<file path="src/sv/tbct_pkg.sv">
// ----------------------------------------------------------------------------
// Blob centroid tracker package
// Shared widths, register codes, sequencer states and the pixel and result
// structures used by the tracker and its divider and filter units.
// ----------------------------------------------------------------------------
package tbct_pkg;

	// Coordinate and fixed-point widths.
	localparam int COORD_BITS = 12;
	localparam int FRAC_BITS  = 8;
	localparam int PIX_BITS   = 8;
	localparam int AREA_BITS  = 24;
	localparam int GAIN_BITS  = 8;
	localparam int GAIN_W     = GAIN_BITS + 1;
	localparam int GAIN_ONE   = 1 << GAIN_BITS;

	// Accumulator widths: the count saturates, so the sums never overflow.
	localparam int COUNT_BITS = 2 * COORD_BITS + 1;
	localparam int SUM_BITS   = COUNT_BITS + COORD_BITS;
	localparam int FILT_BITS  = COORD_BITS + FRAC_BITS;

	// Configuration port.
	localparam int ADDR_BITS = 4;
	localparam int DATA_BITS = 32;

	// Register reset values.
	localparam logic [PIX_BITS-1:0]  LEVEL_RST = PIX_BITS'(200);
	localparam logic [AREA_BITS-1:0] AREA_RST  = AREA_BITS'(10);
	localparam logic [GAIN_W-1:0]    GAIN_RST  = GAIN_W'(128);

	// Register indexes (word address).
	typedef enum logic [1:0] {
		REG_LEVEL = 2'd0,
		REG_AREA  = 2'd1,
		REG_GAIN  = 2'd2
	} reg_idx_t;

	// Sequencer states.
	typedef enum logic [2:0] {
		ST_ACC,
		ST_DSTART,
		ST_DIV,
		ST_MUL,
		ST_UPD,
		ST_OUT
	} state_t;

	// One input pixel.
	typedef struct packed {
		logic [PIX_BITS-1:0]   pixel_value;
		logic [COORD_BITS-1:0] column;
		logic [COORD_BITS-1:0] row;
		logic                  frame_end;
	} pix_t;

	// One frame result.
	typedef struct packed {
		logic                  found;
		logic [COORD_BITS-1:0] centroid_x;
		logic [COORD_BITS-1:0] centroid_y;
		logic [FILT_BITS-1:0]  smoothed_x;
		logic [FILT_BITS-1:0]  smoothed_y;
	} res_t;

endpackage

</file>
<file path="src/sv/tbct_div.sv">
// ----------------------------------------------------------------------------
// Blob centroid divider
// Restoring divider that produces one quotient bit per cycle. The quotient is
// known to fit in COORD_BITS bits, so only that many steps are run.
// ----------------------------------------------------------------------------
module tbct_div (
	input  logic                             clk,
	input  logic                             arst_n,
	input  logic                             start,
	input  logic [tbct_pkg::SUM_BITS-1:0]    dividend,
	input  logic [tbct_pkg::COUNT_BITS-1:0]  divisor,
	output logic                             busy,
	output logic                             done,
	output logic [tbct_pkg::COORD_BITS-1:0]  quotient
);

	localparam int CB       = tbct_pkg::COORD_BITS;
	localparam int NB       = tbct_pkg::COUNT_BITS;
	localparam int SB       = tbct_pkg::SUM_BITS;
	localparam int CNT_BITS = $clog2(CB + 1);

	logic [NB-1:0]       rem_q;
	logic [CB-1:0]       quo_q;
	logic [NB-1:0]       div_q;
	logic [CNT_BITS-1:0] cnt_q;
	logic                busy_q;
	logic                done_q;

	logic [NB:0] trial;
	logic [NB:0] diff;
	logic        fits;

	// One restoring step: bring down the next dividend bit and try a subtract.
	always_comb begin
		trial = {rem_q, quo_q[CB-1]};
		diff  = trial - {1'b0, div_q};
		fits  = trial >= {1'b0, div_q};
	end

	// Step counter and completion pulse.
	always_ff @(posedge clk or negedge arst_n) begin
		if (!arst_n) begin
			cnt_q  <= '0;
			busy_q <= 1'b0;
			done_q <= 1'b0;
		end else if (start) begin
			cnt_q  <= CNT_BITS'(CB);
			busy_q <= 1'b1;
			done_q <= 1'b0;
		end else if (busy_q) begin
			cnt_q <= cnt_q - CNT_BITS'(1);
			if (cnt_q == CNT_BITS'(1)) begin
				busy_q <= 1'b0;
				done_q <= 1'b1;
			end
		end else begin
			done_q <= 1'b0;
		end
	end

	// Partial remainder and dividend/quotient shift register.
	always_ff @(posedge clk) begin
		if (start) begin
			rem_q <= dividend[SB-1:CB];
			quo_q <= dividend[CB-1:0];
			div_q <= divisor;
		end else if (busy_q) begin
			rem_q <= fits ? diff[NB-1:0] : trial[NB-1:0];
			quo_q <= {quo_q[CB-2:0], fits};
		end
	end

	assign busy     = busy_q;
	assign done     = done_q;
	assign quotient = quo_q;

endmodule

</file>
<file path="src/sv/tbct_filt.sv">
// ----------------------------------------------------------------------------
// Blob centroid smoothing filter
// Exponential filter step f' = f + round((a * (P - f)) / 256), computed with
// one shared multiplier and a register after the product.
// ----------------------------------------------------------------------------
module tbct_filt (
	input  logic                            clk,
	input  logic                            arst_n,
	input  logic                            start,
	input  logic [tbct_pkg::GAIN_W-1:0]     gain,
	input  logic [tbct_pkg::FILT_BITS-1:0]  target,
	input  logic [tbct_pkg::FILT_BITS-1:0]  filt,
	output logic                            valid,
	output logic [tbct_pkg::FILT_BITS-1:0]  filt_new
);

	localparam int FB        = tbct_pkg::FILT_BITS;
	localparam int DIFF_BITS = FB + 1;
	localparam int PROD_BITS = DIFF_BITS + tbct_pkg::GAIN_W + 1;
	localparam logic signed [PROD_BITS-1:0] ROUND = PROD_BITS'(tbct_pkg::GAIN_ONE / 2);

	logic signed [DIFF_BITS-1:0]        diff;
	logic signed [tbct_pkg::GAIN_W:0]   gain_s;
	logic signed [PROD_BITS-1:0]        prod;
	logic signed [PROD_BITS-1:0]        prod_s1;
	logic [FB-1:0]                      filt_s1;
	logic                               valid_s1;
	logic signed [PROD_BITS-1:0]        step;
	logic signed [PROD_BITS-1:0]        sum;

	// Signed distance from the old state to the target, scaled by the gain.
	always_comb begin
		diff   = $signed({1'b0, target}) - $signed({1'b0, filt});
		gain_s = $signed({1'b0, gain});
		prod   = diff * gain_s;
	end

	always_ff @(posedge clk or negedge arst_n) begin
		if (!arst_n) begin
			valid_s1 <= 1'b0;
		end else begin
			valid_s1 <= start;
		end
	end

	always_ff @(posedge clk) begin
		if (start) begin
			prod_s1 <= prod;
			filt_s1 <= filt;
		end
	end

	// Round half up, drop the gain fraction and add back the old state.
	always_comb begin
		step = (prod_s1 + ROUND) >>> tbct_pkg::GAIN_BITS;
		sum  = $signed(PROD_BITS'(filt_s1)) + step;
	end

	assign valid    = valid_s1;
	assign filt_new = sum[FB-1:0];

endmodule

</file>
<file path="src/sv/threshold_blob_centroid_tracker_unit.sv">
// Ordinary pixels: one transfer per cycle while no frame result is being worked out, result-free.
// Frame-end pixel with a blob: the result is set by the one-bit-per-cycle
// divider run once per axis, then the shared filter multiplier; no pixel is
// taken until the result is registered. Frame-end pixel without a blob: the
// result skips the divider and the filter.
// Reset clears the sums, the filter state and the control; registers reload.
// ----------------------------------------------------------------------------
// Threshold blob centroid tracker
// Accumulates blob pixel count and coordinate sums over a frame; above the area
// setting it divides for the centroid and applies exponential smoothing per axis.
// ----------------------------------------------------------------------------
module threshold_blob_centroid_tracker_unit (
	input  logic                            clk,
	input  logic                            arst_n,
	// Configuration port
	input  logic                            psel,
	input  logic                            penable,
	input  logic                            pwrite,
	input  logic [tbct_pkg::ADDR_BITS-1:0]  paddr,
	input  logic [tbct_pkg::DATA_BITS-1:0]  pwdata,
	output logic [tbct_pkg::DATA_BITS-1:0]  prdata,
	output logic                            pready,
	// Pixel stream
	input  logic                            pixel_valid,
	output logic                            pixel_ready,
	input  tbct_pkg::pix_t                  pixel,
	// Frame results
	output logic                            result_valid,
	input  logic                            result_ready,
	output tbct_pkg::res_t                  result
);

	localparam int CB = tbct_pkg::COORD_BITS;
	localparam int FB = tbct_pkg::FILT_BITS;
	localparam int NB = tbct_pkg::COUNT_BITS;
	localparam int SB = tbct_pkg::SUM_BITS;
	localparam int GW = tbct_pkg::GAIN_W;
	localparam int DB = tbct_pkg::DATA_BITS;

	tbct_pkg::state_t state_q, state_d;

	logic [tbct_pkg::PIX_BITS-1:0]  level_q;
	logic [tbct_pkg::AREA_BITS-1:0] area_q;
	logic [GW-1:0]                  gain_q;

	logic [NB-1:0] count_q;
	logic [SB-1:0] col_sum_q;
	logic [SB-1:0] row_sum_q;
	logic [FB-1:0] fx_q;
	logic [FB-1:0] fy_q;
	logic [CB-1:0] cx_q;
	logic [CB-1:0] cy_q;
	logic          found_q;
	logic          axis_q;

	tbct_pkg::res_t res_q;
	logic           res_valid_q;

	logic          cfg_wr;
	logic          pix_acc;
	logic          blob_hit;
	logic [NB-1:0] count_nxt;
	logic          found_now;
	logic          out_free;
	logic          div_start;
	logic          filt_start;
	logic          out_load;
	logic          div_busy;
	logic          div_done;
	logic [CB-1:0] quot;
	logic          filt_valid;
	logic [FB-1:0] filt_new;
	logic [GW-1:0] gain_eff;
	logic [CB-1:0] cent_sel;
	logic [FB-1:0] filt_sel;

	// Configuration writes and reads.
	assign pready = 1'b1;
	assign cfg_wr = psel && penable && pwrite && pready;

	always_ff @(posedge clk or negedge arst_n) begin
		if (!arst_n) begin
			level_q <= tbct_pkg::LEVEL_RST;
			area_q  <= tbct_pkg::AREA_RST;
			gain_q  <= tbct_pkg::GAIN_RST;
		end else if (cfg_wr) begin
			unique case (tbct_pkg::reg_idx_t'(paddr[3:2]))
				tbct_pkg::REG_LEVEL: level_q <= pwdata[tbct_pkg::PIX_BITS-1:0];
				tbct_pkg::REG_AREA:  area_q  <= pwdata[tbct_pkg::AREA_BITS-1:0];
				tbct_pkg::REG_GAIN:  gain_q  <= pwdata[GW-1:0];
				default: ;
			endcase
		end
	end

	always_comb begin
		unique case (tbct_pkg::reg_idx_t'(paddr[3:2]))
			tbct_pkg::REG_LEVEL: prdata = DB'(level_q);
			tbct_pkg::REG_AREA:  prdata = DB'(area_q);
			tbct_pkg::REG_GAIN:  prdata = DB'(gain_q);
			default:             prdata = '0;
		endcase
	end

	// Blob test and the count including the current pixel.
	always_comb begin
		pix_acc   = pixel_valid && pixel_ready;
		blob_hit  = (pixel.pixel_value >= level_q) && !(&count_q);
		count_nxt = blob_hit ? count_q + NB'(1) : count_q;
		found_now = count_nxt > NB'(area_q);
		out_free  = !res_valid_q || result_ready;
	end

	// Frame accumulators, cleared when the frame result is registered.
	always_ff @(posedge clk or negedge arst_n) begin
		if (!arst_n) begin
			count_q   <= '0;
			col_sum_q <= '0;
			row_sum_q <= '0;
		end else if (out_load) begin
			count_q   <= '0;
			col_sum_q <= '0;
			row_sum_q <= '0;
		end else if (pix_acc && blob_hit) begin
			count_q   <= count_nxt;
			col_sum_q <= col_sum_q + SB'(pixel.column);
			row_sum_q <= row_sum_q + SB'(pixel.row);
		end
	end

	// Sequencer state register.
	always_ff @(posedge clk or negedge arst_n) begin
		if (!arst_n) begin
			state_q <= tbct_pkg::ST_ACC;
		end else begin
			state_q <= state_d;
		end
	end

	// Next state.
	always_comb begin
		state_d = state_q;
		unique case (state_q)
			tbct_pkg::ST_ACC: begin
				if (pix_acc && pixel.frame_end) begin
					state_d = found_now ? tbct_pkg::ST_DSTART : tbct_pkg::ST_OUT;
				end
			end
			tbct_pkg::ST_DSTART: state_d = tbct_pkg::ST_DIV;
			tbct_pkg::ST_DIV: begin
				if (div_done) begin
					state_d = tbct_pkg::ST_MUL;
				end
			end
			tbct_pkg::ST_MUL: state_d = tbct_pkg::ST_UPD;
			tbct_pkg::ST_UPD: state_d = axis_q ? tbct_pkg::ST_OUT : tbct_pkg::ST_DSTART;
			tbct_pkg::ST_OUT: begin
				if (out_free) begin
					state_d = tbct_pkg::ST_ACC;
				end
			end
			default: state_d = tbct_pkg::ST_ACC;
		endcase
	end

	// Sequencer outputs.
	always_comb begin
		pixel_ready = 1'b0;
		div_start   = 1'b0;
		filt_start  = 1'b0;
		out_load    = 1'b0;
		unique case (state_q)
			tbct_pkg::ST_ACC:    pixel_ready = 1'b1;
			tbct_pkg::ST_DSTART: div_start   = 1'b1;
			tbct_pkg::ST_MUL:    filt_start  = 1'b1;
			tbct_pkg::ST_OUT:    out_load    = out_free;
			default: ;
		endcase
	end

	// Frame flags: found decision and the axis being worked on.
	always_ff @(posedge clk or negedge arst_n) begin
		if (!arst_n) begin
			found_q <= 1'b0;
			axis_q  <= 1'b0;
		end else if (pix_acc && pixel.frame_end) begin
			found_q <= found_now;
			axis_q  <= 1'b0;
		end else if (state_q == tbct_pkg::ST_UPD) begin
			axis_q <= !axis_q;
		end
	end

	// Shared divider, run once for columns and once for rows.
	tbct_div u_div (
		.clk      (clk),
		.arst_n   (arst_n),
		.start    (div_start),
		.dividend (axis_q ? row_sum_q : col_sum_q),
		.divisor  (count_q),
		.busy     (div_busy),
		.done     (div_done),
		.quotient (quot)
	);

	always_ff @(posedge clk) begin
		if (div_done) begin
			if (axis_q) begin
				cy_q <= quot;
			end else begin
				cx_q <= quot;
			end
		end
	end

	// Shared filter step; a gain above one is taken as one.
	always_comb begin
		gain_eff = gain_q[GW-1] ? GW'(tbct_pkg::GAIN_ONE) : gain_q;
		cent_sel = axis_q ? cy_q : cx_q;
		filt_sel = axis_q ? fy_q : fx_q;
	end

	tbct_filt u_filt (
		.clk      (clk),
		.arst_n   (arst_n),
		.start    (filt_start),
		.gain     (gain_eff),
		.target   ({cent_sel, tbct_pkg::FRAC_BITS'(0)}),
		.filt     (filt_sel),
		.valid    (filt_valid),
		.filt_new (filt_new)
	);

	always_ff @(posedge clk or negedge arst_n) begin
		if (!arst_n) begin
			fx_q <= '0;
			fy_q <= '0;
		end else if (filt_valid) begin
			if (axis_q) begin
				fy_q <= filt_new;
			end else begin
				fx_q <= filt_new;
			end
		end
	end

	// Result register: holds a finished transfer until it is taken.
	always_ff @(posedge clk or negedge arst_n) begin
		if (!arst_n) begin
			res_valid_q <= 1'b0;
		end else if (out_load) begin
			res_valid_q <= 1'b1;
		end else if (result_ready) begin
			res_valid_q <= 1'b0;
		end
	end

	always_ff @(posedge clk) begin
		if (out_load) begin
			res_q.found      <= found_q;
			res_q.centroid_x <= found_q ? cx_q : '0;
			res_q.centroid_y <= found_q ? cy_q : '0;
			res_q.smoothed_x <= fx_q;
			res_q.smoothed_y <= fy_q;
		end
	end

	assign result_valid = res_valid_q;
	assign result       = res_q;

	// The divider raises done on schedule after each start.
	a_div_latency: assert property (@(posedge clk) disable iff (!arst_n)
		div_start |-> ##(CB + 1) div_done)
		else $error("divider did not finish on time");

	// No pixel is taken while a division is running.
	a_no_pix_busy: assert property (@(posedge clk) disable iff (!arst_n)
		div_busy |-> !pixel_ready)
		else $error("pixel taken during division");

	// The filter only updates on a frame with a blob, and only in its step.
	a_filt_found: assert property (@(posedge clk) disable iff (!arst_n)
		filt_valid |-> (state_q == tbct_pkg::ST_UPD) && found_q)
		else $error("filter update outside a found frame");

	// A result without a blob carries a zero centroid.
	a_zero_cent: assert property (@(posedge clk) disable iff (!arst_n)
		res_valid_q && !res_q.found |-> res_q.centroid_x == '0 && res_q.centroid_y == '0)
		else $error("nonzero centroid on a not-found result");

endmodule

</file>
<file path="config.mk">
export PLATFORM = sky130hd
export DESIGN_NAME = threshold_blob_centroid_tracker_unit
export DESIGN_NICKNAME = d
export VERILOG_FILES = /design/src/sv/tbct_pkg.sv /design/src/sv/tbct_div.sv /design/src/sv/tbct_filt.sv /design/src/sv/threshold_blob_centroid_tracker_unit.sv
export SDC_FILE = /design/constraint.sdc
export NUM_CORES = 1
export LEC_CHECK = 0
export BUFFER_PORTS_ARGS = -buffer_cell sky130_fd_sc_hd__buf_2
export CAP_MARGIN = 10
export CORE_ASPECT_RATIO = 1.2
export CORE_MARGIN = 2
export CORE_UTILIZATION = 65
export DETAILED_ROUTE_END_ITERATION = 7
export GPL_TIMING_DRIVEN = 0
export MAX_ROUTING_LAYER = met4
export PLACE_DENSITY = 0.95
export REMOVE_ABC_BUFFERS = 1
export SYNTH_ARGS = -nofsm -noshare
export SYNTH_HDL_FRONTEND = slang
export SYNTH_SLANG_ARGS = --single-unit
</file>
<file path="constraint.sdc">
create_clock -name clk -period 17.57 [get_ports clk]
set_clock_uncertainty 0.2 [all_clocks]
set_input_delay 2.6355 -clock clk [delete_from_list [all_inputs] [get_ports clk]]
set_output_delay 2.6355 -clock clk [all_outputs]
set_load 0.01 [all_outputs]
</file>
==> results.cfg, run 1 <==
[sta]
timing.final.crit_period_ns = 9.404
number_of_slew_limit_violations_in_the_final_report = 0
grt_setup_unrepaired = false
tightest_slew_ns = 1.256
fin_worst_hold_slack_ns = 0.2659
finalHoldViolCount = 0
totalNegativeSetupSlack_ns = 0
finalSetupViolations = 0
max_slew_margin_pct = 16.11
finalCritPeriodShare_pct = 53.52
max_freq_ghz = 0.1063

[global_routing]
global_route_wire_length_before_repair_um = 112100
grt.total_usage_pct = 32.92
grt_antenna_before_repair = 1
globalRoute.totalOverflow = 0
grt_pass1_vias = 22700
maximum_number_of_pins_on_one_net_before_global_route_repair = 108

[yosys]
synth.distinct_cells = 95
synthFlopType = sky130_fd_sc_hd__edfxtp_1
syn_area_mm2 = 0.02769
postSynthCellCount = 2820
seq_area_frac_synth_pct = 38.29
ys_async_sr_fraction_pct = 50.13
number_of_synthesized_flops_with_an_enable_pin = 192
syn_area_per_cell_um2 = 9.820
synth.yosys.warnings = 0
ys_ff_latch = 385

[placed_design]
place.port_buffers = 156
post-dp-hpwl_um = 49780
routabilityCongestion = 0.9407
post_dp_cell_area_mm2 = 0.02903

[final_layout]
nFillCells = 2734
post-route-cell-area_mm2 = 0.03045
num-nets-final = 3328
area_grow_syn2layout_pct = 9.963
drive_above_1_share_pct = 11.48

[worst_setup_path]
criticalPathCategory = reg2reg
timing.critical_path.arrival_ns = 9.52
critPathMostFrequentCell = sky130_fd_sc_hd__fa_1
critical_path_sink_type = flip-flop
timing.critical_path.slowest_cell_delay_ns = 0.78
worst-path-max-fanout = 64
timing.critical_path.required_ns = 17.69
worstSetupStartpointType = flip-flop
worst_reg_to_reg_path_cell_count = 29
critPathSlowestCell = sky130_fd_sc_hd__dfrtp_4

[floorplan]
pin_count = 176
initial_core_utilization_pct = 66.15
chipHeight_um = 230.1
fp.dieW_um = 192.4
die-area_mm2 = 0.04428
row_count = 82
floorplan.core_area_mm2 = 0.04186

[clocking]
tritoncts_clock_tree = built
cts.htree.levels = 2
cts-buffers-inserted = 41
post_cts_hold_buffers = 0
cts.clk_slew.worst_paths_ns = 0.07
clock_sink_count = 385
worst_skew_pair.late_latency_ns = 0.58
postCtsSetupBuffers = 0
cts_root_buffer = sky130_fd_sc_hd__clkbuf_16
clock_path_buffers = 3
cts-resized-gates = 0

[outcome]
status = complete, no violations

[route]
top_layer_reached_by_signal_wires = met4
dr.first_iter.drc_count = 1910
route.met3.wl_um = 4290
vias_per_inst = 6.254
drtAntennaViolNets = 0
wl_per_cell_um = 19.89
route.layer.met1.wl_um = 24930
dr_wl_met2_um = 35560
route.detailed.drc = 0
via_count = 21950
detail_route.wirelength_um = 69810
drtPass1Iterations = 6

[min_path]
hold_path_depth = 0
worstHoldPathType = reg2reg

[job]
timing.max_cap.violations = 0
[flip-flops by register name, indices dropped and copies added (netlist names), 3 cells and up]
| signal | flops |
|---|---|
| u_div.div_q | 25 |
| col_sum_q | 37 |
| row_sum_q | 37 |
| u_filt.filt_s1 | 20 |
| state_q | 3 |
| level_q | 8 |
| u_div.rem_q | 25 |
| gain_q | 9 |
| count_q | 25 |
| result | 65 |
| u_filt.prod_s1 | 21 |
| fx_q | 20 |
| cy_q | 12 |
| cx_q | 12 |
| u_div.cnt_q | 4 |
| area_q | 24 |
| u_div.quotient | 12 |
| fy_q | 20 |
[cells in the mapped netlist, types with 35 or more instances]
cell	instances	area (um2)
sky130_fd_sc_hd__a21oi_1	107	535.5
sky130_fd_sc_hd__nand2b_1	43	269.0
sky130_fd_sc_hd__mux2i_1	73	730.7
sky130_fd_sc_hd__clkbuf_1	77	289.0
sky130_fd_sc_hd__nor2b_1	39	244.0
sky130_fd_sc_hd__a21o_1	35	262.8
sky130_fd_sc_hd__edfxtp_1	192	5766
sky130_fd_sc_hd__inv_1	303	1137
sky130_fd_sc_hd__xor2_1	57	499.2
sky130_fd_sc_hd__nand3_1	53	265.3
sky130_fd_sc_hd__dfrtp_1	187	4679
sky130_fd_sc_hd__o21ai_0	176	880.8
sky130_fd_sc_hd__nand2_1	340	1276
sky130_fd_sc_hd__xnor2_1	94	823.3
sky130_fd_sc_hd__nor3_1	40	200.2
sky130_fd_sc_hd__nor2_1	189	709.4
sky130_fd_sc_hd__fa_1	148	2963
sky130_fd_sc_hd__ha_1	175	2190
sky130_fd_sc_hd__and2_1	62	387.9
sky130_fd_sc_hd__mux2_2	37	416.7
[worst max-delay path: cells and delay by family, from the launching register on]
kind / cells / cell delay, ns
buffers and inverters: 4 / 0.51
DFF: 1 / 0.78
muxes: 1 / 0.44
adders and majority gates: 7 / 3.29
and+or+nand+nor: 5 / 1.24
xor gates and xnor gates: 1 / 0.10
AOI/OAI and AO/OA: 11 / 2.47
[per-stage QoR]
stage	setup slack (ns)	instances	util, %
CTS	8.373	3505	72.64
global placement	5.803	3412	68.48
finish	8.166	3510	72.74
floorplan	7.865	2710	-
global route	7.872	3508	72.73
detailed placement	8.440	3430	69.35
[cells by family (layout without fill, tap and decap cells)]
kind of cell	after synthesis	in the layout	share of synthesized area (%)
fa+ha+maj	323	323	18.61
compound gates	520	520	12.16
other cells	2	12	0.02712
simple gates	905	905	15.86
xor+xnor	151	151	4.776
flops	385	385	38.29
buf+inv	422	556	6.005
mux	112	112	4.274
[layout by cell type, fill, tap and decap left out, drive strengths merged, types with 63 or more instances in the layout]
cell / instances
a21oi: 109
clkbuf: 64
fa: 148
edfxtp: 192
nand2: 342
mux2i: 75
o21ai: 183
dfrtp: 187
nor2: 189
inv: 305
ha: 175
and2: 63
buf: 176
xnor2: 94
[final timing paths]
path	start	endpoint	slack (ns)
worst max-delay path	axis_q$_DFFE_PN0P_	u_filt.prod_s1[27]$_DFFE_PP_	8.17
worst min-delay path	fy_q[9]$_DFFE_PN0P_	result[9]$_DFFE_PP_	0.27
max in group asynchronous	arst_n	level_q[6]$_DFFE_PN1P_	14.26
worst max register to register	axis_q$_DFFE_PN0P_	u_filt.prod_s1[27]$_DFFE_PP_	8.17
worst min register to register	fy_q[9]$_DFFE_PN0P_	result[9]$_DFFE_PP_	0.27
min in group asynchronous	arst_n	row_sum_q[27]$_DFFE_PN0P_	1.92
[area by class of cell]
| class | count | area, um2 | area share, % |
|---|---|---|---|
| Clock inverter | 11 | 130.1 | 0.4273 |
| Multi-Input combinational cell | 2020 | 15520 | 50.96 |
| Sequential cell | 385 | 10610 | 34.83 |
| Tap cell | 546 | 683.2 | 2.243 |
| Clock buffer | 64 | 1246 | 4.093 |
| Antenna cell | 3 | 7.507 | 0.02465 |
| Timing Repair Buffer | 176 | 1112 | 3.653 |
| Inverter | 305 | 1149 | 3.772 |
[metal layers]
layer / global-route usage, % / up-vias
li1: - / 9876
met1: 36.21 / 10660
met2: 55.95 / 1062
met3: 3.770 / 350
met4: 22.04 / 0
met5: - / -
Power of run 1 is left out: the tool's default activity adds up to more than one toggle a clock period on the data nets, which glitch-free logic cannot reach.
==> run 2, diff against run 1 <==
Settings changed: CORE_UTILIZATION 65 to 63, PLACE_DENSITY 0.95 to 0.92.
Clock period 17.57 ns to 9.65 ns, I/O delays scaled along.
==> results.cfg, run 2 (same netlist as run 1, synthesis figures left out) <==
[final_layout]
most_common_cell_after_layout_fill_and_taps_aside = sky130_fd_sc_hd__nand2_1
nFillCells = 2929
area_grow_syn2layout_pct = 9.854
multi_input_area_mm2 = 0.01553
layout.cells.most_common_list = 340 x sky130_fd_sc_hd__nand2_1, 302 x sky130_fd_sc_hd__inv_1, 192 x sky130_fd_sc_hd__edfxtp_1
layoutNonFillerInstCount = 3522
seqCellArea_mm2 = 0.01061
drive_above_1_share_pct = 11.42
num-nets-final = 3327
largest_reg_flops = 65

[route]
dr.first_iter.drc_count = 1645
drtAntennaViolNets = 0
drtPass1Iterations = 6
vias_per_inst = 6.137
wl_per_cell_um = 18.94
detail_route.wirelength_um = 66720
route.detailed.drc = 0
via_count = 21620

[global_routing]
grt.total_usage_pct = 30.66
grt_antenna_before_repair = 4
globalRoute.totalOverflow = 0
maximum_number_of_pins_on_one_net_before_global_route_repair = 114
globalRouteMet3Util_pct = 3.768
gr-usage-met2_pct = 53.86
global_route.peak_usage_layer = met2
grt.met1_usage_pct = 34.03
grt_pass1_vias = 22430
global_route_wire_length_before_repair_um = 108800

[floorplan]
chipHeight_um = 233.7
row_count = 84
floorplan.core_area_mm2 = 0.04362
pin_count = 176
die-area_mm2 = 0.04565
fp.dieW_um = 195.4
initial_core_utilization_pct = 63.49

[sta]
timing.final.crit_period_ns = 9.255
finalSetupViolations = 0
tightest_slew_ns = 1.114
max_freq_ghz = 0.1081
max_slew_margin_pct = 25.60
finalHoldViolCount = 0
finalCritPeriodShare_pct = 95.91
number_of_slew_limit_violations_in_the_final_report = 0
totalNegativeSetupSlack_ns = 0

[clocking]
postCtsSetupBuffers = 0
cts-buffers-inserted = 41
cts.clk_slew.worst_paths_ns = 0.07
clock_path_buffers = 3
tritoncts_clock_tree = built
cts.htree.levels = 2
cts_root_buffer = sky130_fd_sc_hd__clkbuf_16
worst_skew_pair.late_latency_ns = 0.58
clock_sink_count = 385

[worst_setup_path]
critical_path_sink_type = flip-flop
critPathSlowestCell = sky130_fd_sc_hd__dfrtp_4
criticalPathCategory = reg2reg
critPathMostFrequentCell = sky130_fd_sc_hd__fa_1
timing.critical_path.arrival_ns = 9.37
worstSetupStartpointType = flip-flop
timing.critical_path.required_ns = 9.76
timing.critical_path.slowest_cell_delay_ns = 0.77
worst-path-max-fanout = 64

[placed_design]
post-dp-hpwl_um = 49030
routabilityCongestion = 0.9240
place.port_buffers = 156
numPlacedInstances = 3442

[outcome]
status = complete, no violations

[min_path]
worstHoldPathType = reg2reg

[job]
timing.max_cap.violations = 0
[run 2: cell count changes in the layout (fill, tap and decap cells not counted), sizes merged]
| cell | before | now |
|---|---|---|
| clkinvlp | 0 | 2 |
| clkinv | 9 | 13 |
| buf | 176 | 175 |
| clkbuf | 64 | 59 |
| bufinv | 2 | 1 |
[run 2: critical path, delay by kind of cell (launching register included)]
kind / cells / cell delay (ns)
XOR/XNOR: 2 / 0.40
flip-flops: 1 / 0.77
buffers and inverters: 4 / 0.53
multiplexers: 1 / 0.47
AO/OA/AOI/OAI: 11 / 2.58
adder cells (fa/ha/maj): 7 / 3.24
AND/OR/NAND/NOR: 5 / 0.74
[run 2: final timing paths]
path | start | endpoint | slack, ns | cells after the start
setup / recovery | axis_q$_DFFE_PN0P_ | u_filt.prod_s1[27]$_DFFE_PP_ | 0.40 | 30
hold reg to reg | fx_q[10]$_DFFE_PN0P_ | result[30]$_DFFE_PP_ | 0.28 | 0
min in group asynchronous | arst_n | row_sum_q[24]$_DFFE_PN0P_ | 0.63 | 1
setup reg to reg | axis_q$_DFFE_PN0P_ | u_filt.prod_s1[27]$_DFFE_PP_ | 0.40 | 30
hold / removal | fx_q[10]$_DFFE_PN0P_ | result[30]$_DFFE_PP_ | 0.28 | 0
max in group asynchronous | arst_n | fx_q[1]$_DFFE_PN0P_ | 7.65 | 2
[run 2: layout make-up]
cell class | instances | share of cell area (%)
Inverter | 305 | 3.776
Sequential cell | 385 | 34.87
Clock buffer | 59 | 3.969
Multi-Input combinational cell | 2020 | 51.04
Clock inverter | 16 | 0.4072
Antenna cell | 3 | 0.02468
Timing Repair Buffer | 175 | 3.619
Tap cell | 559 | 2.299
[run 2: through the flow]
stage	hold WS [ns]	worst slack [ns]	area (um2)	util (%)
2_1_floorplan	0.2449	-0.05520	27200	-
3_3_place_gp	0.2568	-2.093	28680	65.75
3_5_place_dp	0.2611	0.5633	29040	66.58
4_1_cts	0.2765	0.5024	30370	69.63
5_1_grt	0.2951	-0.009353	30420	69.74
6_report	0.2751	0.3951	30420	69.74
[run 2: per-layer routing]
metal / vias up / share of wire [%]
li1: 9863 / -
met1: 10580 / 37
met2: 905 / 52
met3: 273 / 5.6
met4: 0 / 5.8
met5: - / 0
[run 2: repair_timing]
item,CTS,global route
hold buffers,0,0
gates resized for setup,0,1
endpoints found under the setup margin,0,1
Power of run 2 is left out for the same reason.
